**src/rtl/core/asd_pkg.sv**
```systemverilog
// ----------------------------------------------------------------------------
// asd_pkg
// Shared types and constants for the account storage record decoder.
// ----------------------------------------------------------------------------
package asd_pkg;

    localparam int HASH_BYTES    = 32;
    localparam int BAL_BYTES     = 32;
    localparam int WORD_BYTES    = 8;
    localparam int NUM_WORDS     = 10;
    localparam int MAX_FIELD_SET = 15;

    localparam logic [3:0] LAST_SLOT = 4'(NUM_WORDS - 1);

    typedef enum logic [2:0] {
        ST_OK       = 3'd0,
        ST_SHORT    = 3'd1,
        ST_FIELDSET = 3'd2,
        ST_HASHLEN  = 3'd3,
        ST_LEADZERO = 3'd4,
        ST_OVERFLOW = 3'd5
    } t_status;

    // field indexes in record order
    typedef enum logic [1:0] {
        FLD_NONCE   = 2'd0,
        FLD_BALANCE = 2'd1,
        FLD_INCARN  = 2'd2,
        FLD_HASH    = 2'd3
    } t_field;

    typedef struct packed {
        logic [7:0] record_byte;
        logic       end_of_record;
        logic       empty_record;
    } t_in;

    typedef struct packed {
        logic [3:0]  word_slot;
        logic [63:0] word_value;
        logic [2:0]  status;
        logic        last_word;
    } t_out;

    // finished record handed from the parser to the output stage
    typedef struct packed {
        logic [NUM_WORDS-1:0][63:0] words;
        t_status                    status;
    } t_snap;

endpackage

```
**src/rtl/core/asd_parser.sv**
```systemverilog
// ----------------------------------------------------------------------------
// asd_parser
// Byte-wise record parser: field mask, length bytes, big-endian value bytes,
// error latching, and the finished-record snapshot on the record's end.
// ----------------------------------------------------------------------------
module asd_parser
    import asd_pkg::*;
(
    input  logic  i_clk,
    input  logic  i_rst_n,
    input  logic  i_take,
    input  t_in   i_req,
    output t_snap o_snap
);

    typedef enum logic [1:0] {
        PH_HEAD = 2'd0,
        PH_LEN  = 2'd1,
        PH_VAL  = 2'd2,
        PH_DONE = 2'd3
    } t_phase;

    t_phase         r_phase, n_phase;
    logic [3:0]     r_mask, n_mask;
    t_field         r_cur, n_cur;
    logic [7:0]     r_left, n_left;
    logic           r_first, n_first;
    logic [63:0]    r_nonce, n_nonce;
    logic [255:0]   r_bal, n_bal;
    logic [63:0]    r_inc, n_inc;
    logic [255:0]   r_hash, n_hash;
    t_status        r_lat, n_lat;
    t_status        r_pend, n_pend;

    logic [7:0]     v_byte;
    logic [2:0]     v_seek;
    logic           v_do_seek;
    logic           v_finish;
    t_status        v_status;
    logic [63:0]    v_nonce;
    logic [255:0]   v_bal;
    logic [63:0]    v_inc;
    logic [255:0]   v_hash;

    // index of the first set mask bit at or above start; 4 when there is none
    function automatic logic [2:0] seek_field(input logic [3:0] mask,
                                              input logic [2:0] start);
        logic [2:0] res;
        res = 3'd4;
        for (int f = 3; f >= 0; f--) begin
            if (3'(f) >= start && mask[f]) begin
                res = 3'(f);
            end
        end
        return res;
    endfunction

    assign v_byte = i_req.record_byte;

    always_comb begin
        n_phase   = r_phase;
        n_mask    = r_mask;
        n_cur     = r_cur;
        n_left    = r_left;
        n_first   = r_first;
        n_nonce   = r_nonce;
        n_bal     = r_bal;
        n_inc     = r_inc;
        n_hash    = r_hash;
        n_lat     = r_lat;
        n_pend    = r_pend;
        v_seek    = 3'd0;
        v_do_seek = 1'b0;
        v_finish  = 1'b0;

        if (r_lat == ST_OK) begin
            unique case (r_phase)
                PH_HEAD: begin
                    if (v_byte > 8'(MAX_FIELD_SET)) begin
                        if (i_req.end_of_record) begin
                            // lone bad head byte reads as too short
                            n_phase = PH_LEN;
                        end else begin
                            n_lat   = ST_FIELDSET;
                            n_phase = PH_DONE;
                        end
                    end else begin
                        n_mask    = v_byte[3:0];
                        v_seek    = seek_field(v_byte[3:0], 3'd0);
                        v_do_seek = 1'b1;
                    end
                end
                PH_LEN: begin
                    n_left  = v_byte;
                    n_first = 1'b1;
                    n_pend  = ST_OK;
                    if (r_cur == FLD_HASH) begin
                        if (v_byte != 8'(HASH_BYTES)) begin
                            n_pend = ST_HASHLEN;
                        end
                    end else if (r_cur == FLD_BALANCE) begin
                        if (v_byte > 8'(BAL_BYTES)) begin
                            n_pend = ST_OVERFLOW;
                        end
                    end else if (v_byte > 8'(WORD_BYTES)) begin
                        n_pend = ST_OVERFLOW;
                    end
                    if (v_byte == 8'd0) begin
                        v_finish = 1'b1;
                    end else begin
                        n_phase = PH_VAL;
                    end
                end
                PH_VAL: begin
                    if (r_first && r_pend == ST_OK && v_byte == 8'd0 && r_cur != FLD_HASH) begin
                        n_pend = ST_LEADZERO;
                    end
                    n_first = 1'b0;
                    if (n_pend == ST_OK) begin
                        case (r_cur)
                            FLD_NONCE:   n_nonce = {r_nonce[55:0], v_byte};
                            FLD_BALANCE: n_bal   = {r_bal[247:0], v_byte};
                            FLD_INCARN:  n_inc   = {r_inc[55:0], v_byte};
                            default:     n_hash  = {r_hash[247:0], v_byte};
                        endcase
                    end
                    n_left = r_left - 8'd1;
                    if (n_left == 8'd0) begin
                        v_finish = 1'b1;
                    end
                end
                default: ;
            endcase
        end

        if (v_finish) begin
            if (n_pend != ST_OK) begin
                n_lat   = n_pend;
                n_phase = PH_DONE;
            end else begin
                v_seek    = seek_field(n_mask, {1'b0, r_cur} + 3'd1);
                v_do_seek = 1'b1;
            end
        end

        if (v_do_seek) begin
            if (v_seek[2]) begin
                n_phase = PH_DONE;
            end else begin
                n_cur   = t_field'(v_seek[1:0]);
                n_phase = PH_LEN;
            end
        end
    end

    // record status and the words as they leave on the last byte
    always_comb begin
        v_nonce = n_nonce;
        v_bal   = n_bal;
        v_inc   = n_inc;
        v_hash  = n_hash;
        if (n_lat != ST_OK) begin
            v_status = n_lat;
        end else if (n_phase != PH_DONE) begin
            v_status = ST_SHORT;
        end else begin
            v_status = ST_OK;
        end
        // a field cut short mid-value reads as zero
        if (v_status != ST_OK && n_lat == ST_OK && n_phase == PH_VAL) begin
            case (n_cur)
                FLD_NONCE:   v_nonce = '0;
                FLD_BALANCE: v_bal   = '0;
                FLD_INCARN:  v_inc   = '0;
                default:     v_hash  = '0;
            endcase
        end
        if (i_req.empty_record) begin
            o_snap.words  = '0;
            o_snap.status = ST_OK;
        end else begin
            o_snap.words[0] = v_nonce;
            o_snap.words[1] = v_bal[255:192];
            o_snap.words[2] = v_bal[191:128];
            o_snap.words[3] = v_bal[127:64];
            o_snap.words[4] = v_bal[63:0];
            o_snap.words[5] = v_inc;
            o_snap.words[6] = v_hash[255:192];
            o_snap.words[7] = v_hash[191:128];
            o_snap.words[8] = v_hash[127:64];
            o_snap.words[9] = v_hash[63:0];
            o_snap.status   = v_status;
        end
    end

    always_ff @(posedge i_clk) begin
        if (!i_rst_n || (i_take && (i_req.end_of_record || i_req.empty_record))) begin
            r_phase <= PH_HEAD;
            r_mask  <= '0;
            r_cur   <= FLD_NONCE;
            r_left  <= '0;
            r_first <= 1'b1;
            r_nonce <= '0;
            r_bal   <= '0;
            r_inc   <= '0;
            r_hash  <= '0;
            r_lat   <= ST_OK;
            r_pend  <= ST_OK;
        end else if (i_take) begin
            r_phase <= n_phase;
            r_mask  <= n_mask;
            r_cur   <= n_cur;
            r_left  <= n_left;
            r_first <= n_first;
            r_nonce <= n_nonce;
            r_bal   <= n_bal;
            r_inc   <= n_inc;
            r_hash  <= n_hash;
            r_lat   <= n_lat;
            r_pend  <= n_pend;
        end
    end

endmodule

```
**src/rtl/core/asd_emitter.sv**
```systemverilog
// ----------------------------------------------------------------------------
// asd_emitter
// Holds one finished record and hands out its ten words, one per cycle while i_stall is low.
// ----------------------------------------------------------------------------
module asd_emitter
    import asd_pkg::*;
(
    input  logic  i_clk,
    input  logic  i_rst_n,
    input  logic  i_load,
    input  t_snap i_snap,
    input  logic  i_stall,
    output logic  o_valid,
    output t_out  o_rsp,
    output logic  o_free
);

    logic                       r_busy;
    logic [3:0]                 r_slot;
    logic [NUM_WORDS-1:0][63:0] r_words;
    t_status                    r_status;
    logic                       v_take;
    logic                       v_last;

    assign v_last  = (r_slot == LAST_SLOT);
    assign v_take  = r_busy && !i_stall;
    // room for a new record once the last word leaves
    assign o_free  = !r_busy || (v_take && v_last);
    assign o_valid = r_busy;

    assign o_rsp.word_slot  = r_slot;
    assign o_rsp.word_value = r_words[r_slot];
    assign o_rsp.status     = r_status;
    assign o_rsp.last_word  = v_last;

    always_ff @(posedge i_clk) begin
        if (!i_rst_n) begin
            r_busy <= 1'b0;
            r_slot <= '0;
        end else if (i_load) begin
            r_busy <= 1'b1;
            r_slot <= '0;
        end else if (v_take) begin
            if (v_last) begin
                r_busy <= 1'b0;
                r_slot <= '0;
            end else begin
                r_slot <= r_slot + 4'd1;
            end
        end
    end

    always_ff @(posedge i_clk) begin
        if (i_load) begin
            r_words  <= i_snap.words;
            r_status <= i_snap.status;
        end
    end

endmodule

```
**src/rtl/core/account_storage_decoder.sv**
```systemverilog
// ----------------------------------------------------------------------------
// account_storage_decoder
// Parses stored account records one byte per request and emits ten words
// with a status for each record.
// ----------------------------------------------------------------------------
// timing: the first word shows in the cycle after the record's last byte is taken
// throughput: one byte per cycle; while a record's ten words go out,
//   bytes of the next record keep flowing and only its end byte waits
// reset: synchronous active low; clears the parser and drops pending words
module account_storage_decoder
    import asd_pkg::*;
(
    input  logic i_clk,
    input  logic i_rst_n,
    input  logic i_valid,
    output logic o_stall,
    input  t_in  i_req,
    output logic o_valid,
    input  logic i_stall,
    output t_out o_rsp
);

    t_snap w_snap;
    logic  w_free;
    logic  w_take;
    logic  w_ends;

    assign w_ends  = i_req.end_of_record || i_req.empty_record;
    assign o_stall = w_ends && !w_free;
    assign w_take  = i_valid && !o_stall;

    asd_parser u_parser (
        .i_clk   (i_clk),
        .i_rst_n (i_rst_n),
        .i_take  (w_take),
        .i_req   (i_req),
        .o_snap  (w_snap)
    );

    asd_emitter u_emitter (
        .i_clk   (i_clk),
        .i_rst_n (i_rst_n),
        .i_load  (w_take && w_ends),
        .i_snap  (w_snap),
        .i_stall (i_stall),
        .o_valid (o_valid),
        .o_rsp   (o_rsp),
        .o_free  (w_free)
    );

endmodule
```
**config.mk**
```make
export PLATFORM = sky130hd
export DESIGN_NAME = account_storage_decoder
export DESIGN_NICKNAME = d
export VERILOG_FILES = /design/src/rtl/core/asd_pkg.sv /design/src/rtl/core/asd_parser.sv /design/src/rtl/core/asd_emitter.sv /design/src/rtl/core/account_storage_decoder.sv
export SDC_FILE = /design/constraint.sdc
export NUM_CORES = 2
export LEC_CHECK = 0
export BUFFER_PORTS_ARGS = -buffer_cell sky130_fd_sc_hd__buf_2
export CAP_MARGIN = 20
export CORE_MARGIN = 2
export CORE_UTILIZATION = 55
export CTS_CLUSTER_DIAMETER = 150
export DETAILED_ROUTE_END_ITERATION = 10
export GPL_ROUTABILITY_DRIVEN = 0
export HOLD_SLACK_MARGIN = 0.1
export PLACE_DENSITY = 0.71
export SYNTH_ARGS = -nofsm -noshare
export SYNTH_HDL_FRONTEND = slang
export SYNTH_SLANG_ARGS = --single-unit
```
**constraint.sdc**
```tcl
create_clock -name i_clk -period 87.3 [get_ports i_clk]
set_input_delay 8.73 -clock i_clk [delete_from_list [all_inputs] [get_ports i_clk]]
set_output_delay 8.73 -clock i_clk [all_outputs]
set_load 0.01 [all_outputs]
```
==> flow_summary.toml <==
[setup_path]
cp_slowest_stage_delay_ns = 0.73
r2r-start = "u_parser.r_phase[1]$_SDFFE_PP0P_"
path_buf_inv = 2
cp_data_required_time_ns = 78.57
worstSetupPathType = "in2out"
r2r_end = "u_emitter.r_words[35]$_SDFFCE_PP0P_"
cp_common_cell = "nor2_1"
ff2ff_path_depth = 12
cp-start-kind = "primary input"
critPathArrivalTime_ns = 10.18
crit_chain = "buf_8 > nor2_1 > nor2_1 > buf_2"
r2r_slack_ns = 80.85
cp_top_family = "buffers and inverters"
cp.depth = 4
slowest_stage = "buf_8"
endpoint_kind = "output pin"
cp_max_fo = 147

[timing]
tightest_slew_ns = 1.328
setup_slack_ns = 68.39
period_needed_ns = 18.91
finalHoldViolCount = 0
final.setup.tns_ns = 0
maxSlewHeadroom = 0.1146
grt_setup_unrepaired = "false"
fmax_mhz = 52.88
period_share = 0.2166
clock_skew_ns = 0.01850
slew_violations = 0
setup_viol = 0

[pwr]
internal_power_mw = 1.007
powerDensity_nw_per_um2 = 19.84
p_comb_frac = 0.058
seqPwrFrac = 0.507
ir_drop_uv = 18.27
clkPwrFrac = 0.435
sw_frac_of_total = 0.2294
power.total_mw = 1.307
leakage_nw = 20.94
switchingPower_uw = 299.8

[cts]
root_buffer = "clkbuf_16"
clock_sinks = 1310
cts_tree = "built"
post-cts-setup-buffers = 0
htreeDepth = 4
cts_max_path_buffers = 3
clk_pin_slew_worst_paths_ns = 0.06
clkLatencyLatePin_ns = 0.75
cts_buffers = 136
cts-resized-gates = 0
ctsHoldBuffers = 0

[global_route]
grt_pass1_wl_um = 243900
grt_max_degree = 216
grt_antenna_before_repair = 1
grt_pass1_vias = 41540
grt-ovfl-total = 0
grt_usage = 0.2735

[run]
drv_cap = 0

[layout]
area_growth_syn_to_layout_pct = 8.347
antenna_cells = 0
fin_cells = 7073
nets = 5509
fill_cells = 8865
layout-drive-gt1-share = 0.1040

[worst_hold_path]
min_from = "u_parser.r_nonce[56]$_SDFFE_PP0P_"
worstHoldPathType = "reg2reg"
hold_depth = 2
min_to = "u_parser.r_nonce[56]$_SDFFE_PP0P_"

[synthesis]
synth_area_leaders = "edfxtp_1 (32%), dfxtp_1 (22%), mux2i_1 (12%), nand2_1 (8.2%), a211oi_1 (6.7%)"
postSynthNetCount = 5791
synth_area_sq_um = 60800
syn_avg_cell_area_sq_um = 10.53
yosysSeqAreaShare = 0.5372
yosysTopAreaCellShare = 0.3176
async_flop_share = 0
synth_seq_cells = 1310
synth_cell_type_count = 62
synth_edf_count = 643
synth-main-ff-cell = "dfxtp_1"
synth_cells = 5772
synth_warnings = 0
synth_top_cell_by_area = "edfxtp_1"

[routing]
viasPerCell = 6.230
detail_route.wl_per_cell_um = 22.18
drc = 0
drt_iter0_drc = 4493
vias = 44070
dr.pass1.iters = 6
wirelength_um = 156900
ant_nets = 0

[floorplanning]
die-area_sq_um = 113200
fp.dieW_um = 336.5
boundaryPins = 88
fp.dieH_um = 336.5
initial_core_util = 0.5562
core_sq_um = 109300
rows = 121

[placement]
dp_cells = 6825
portBuffers = 87
dp_hpwl_um = 88030
pre_cts_slack_ns = 68.37

[status]
outcome = "finished, final reports clean"
==> worst register-to-register path, cell delays in order (launching register included) <==
cell and delay [ns]:
dfxtp_1 0.41, inv_1 0.11, ha_1 0.30, or4b_1 0.58
o22ai_1 0.17, o31ai_1 0.10, a211o_1 0.34, a211oi_4 0.46
mux2i_4 0.74, buf_4 0.82, buf_4 0.89, buf_4 0.98
a211oi_1 0.25
==> layout make-up <==
| cell class | count | area [sq um] | share of cell area |
|---|---|---|---|
| clock buffer | 212 | 4068 | 0.06175 |
| clock inverter | 33 | 261.5 | 0.003970 |
| inverter | 40 | 150.1 | 0.002279 |
| multi-input combinational | 3838 | 25720 | 0.3904 |
| sequential | 1310 | 32670 | 0.4960 |
| tap | 1476 | 1847 | 0.02804 |
| timing repair buffer | 164 | 1156 | 0.01755 |
==> per-stage QoR <==
step                hold slack (ns)    util  area [sq um]
finish                       0.4486  0.6026         65870
global route                 0.4778  0.6026         65870
CTS                          0.4507  0.6020         65810
detailed placement           0.4431  0.5624         61480
global placement             0.4373  0.5624         61480
floorplan                    0.4312       -         60800
==> layer usage <==
metal / up-vias / share of wire / routed length, um / global-route usage
li1: 20510 / - / - / -
met1: 21880 / 0.42 / 66280 / 0.3665
met2: 1421 / 0.49 / 76230 / 0.4537
met3: 252 / 0.062 / 9711 / 0.04273
met4: 0 / 0.030 / 4682 / 0.09413
met5: - / 0 / 0 / 0
==> state kept, by name, indices dropped and copies added (netlist names) <==
register,flops
u_parser.r_lat,3
u_parser.r_inc,64
u_emitter.r_words,640
u_parser.r_pend,3
u_emitter.r_status,3
u_emitter.r_slot,4
u_parser.r_left,8
u_parser.r_hash,256
u_parser.r_cur,2
u_parser.r_mask,3
u_parser.r_nonce,64
u_parser.r_first,1
u_emitter.o_valid,1
u_parser.r_phase,2
u_parser.r_bal,256
==> kinds of logic (layout without fill, tap and decap cells) <==
family                     after synthesis  after routing  share of synthesized area
muxes                                  837            837                     0.1642
DFF                                   1310           1310                     0.5372
buffers and inverters                  624            449                    0.04217
xor gates and xnor gates                 2              2                  0.0002882
and+or+nand+nor                       1498           1498                    0.09557
adders and majority gates                5              5                   0.001029
AOI/OAI and AO/OA                     1496           1496                     0.1595
==> synthesized netlist by cell type, drive strengths merged (2+ instances only) <==
cell	number
buf	160
nand3b	4
edfxtp	643
nor3b	3
nor2b	5
ha	5
a22oi	2
a21oi	732
nor3	16
o211ai	3
o21a	3
nand4	2
nor4b	6
o21ai	14
nand2	1322
a31oi	4
or4b	2
and3	2
clkbuf	424
mux2i	706
a211o	33
nand2b	3
nand3	9
o31ai	4
dfxtp	667
o22ai	69
a211oi	617
inv	40
or3	3
mux4	128
nor2	112
nor4	4
mux2	3
a21boi	3
==> cells in the final DEF, fill, tap and decap left out, drive strengths merged, types with 5 or more instances in the layout <==
master,n
o22ai,69
clkinv,27
clkbuf,212
inv,42
ha,5
nor2b,5
a211o,33
a21oi,732
a211oi,617
edfxtp,643
nor4b,6
mux2i,706
nand3,9
nor3,16
dfxtp,667
nor2,112
buf,164
mux4,128
nand2,1322
o21ai,14
==> power groups by stage <==
stage | logic (mW) | registers (mW) | clock network, mW
floorplan | 0.0502 | 0.694 | 0
global placement | 0.0741 | 0.676 | 0
finish | 0.0756 | 0.663 | 0.569
global route | 0.0796 | 0.664 | 0.599
CTS | 0.0749 | 0.663 | 0.575
detailed placement | 0.0747 | 0.676 | 0
==> worst max path at each step <==
stage	startpoint	slack, ns	endpoint
floorplan	i_stall	48.95	u_parser.r_first$_SDFFE_PP1P_
global placement	i_req[0]	68.31	o_stall
detailed placement	i_req[0]	68.37	o_stall
CTS	i_req[0]	68.36	o_stall
global route	i_req[0]	68.25	o_stall
finish	i_req[0]	68.39	o_stall
(Power assumes the default switching activity.)
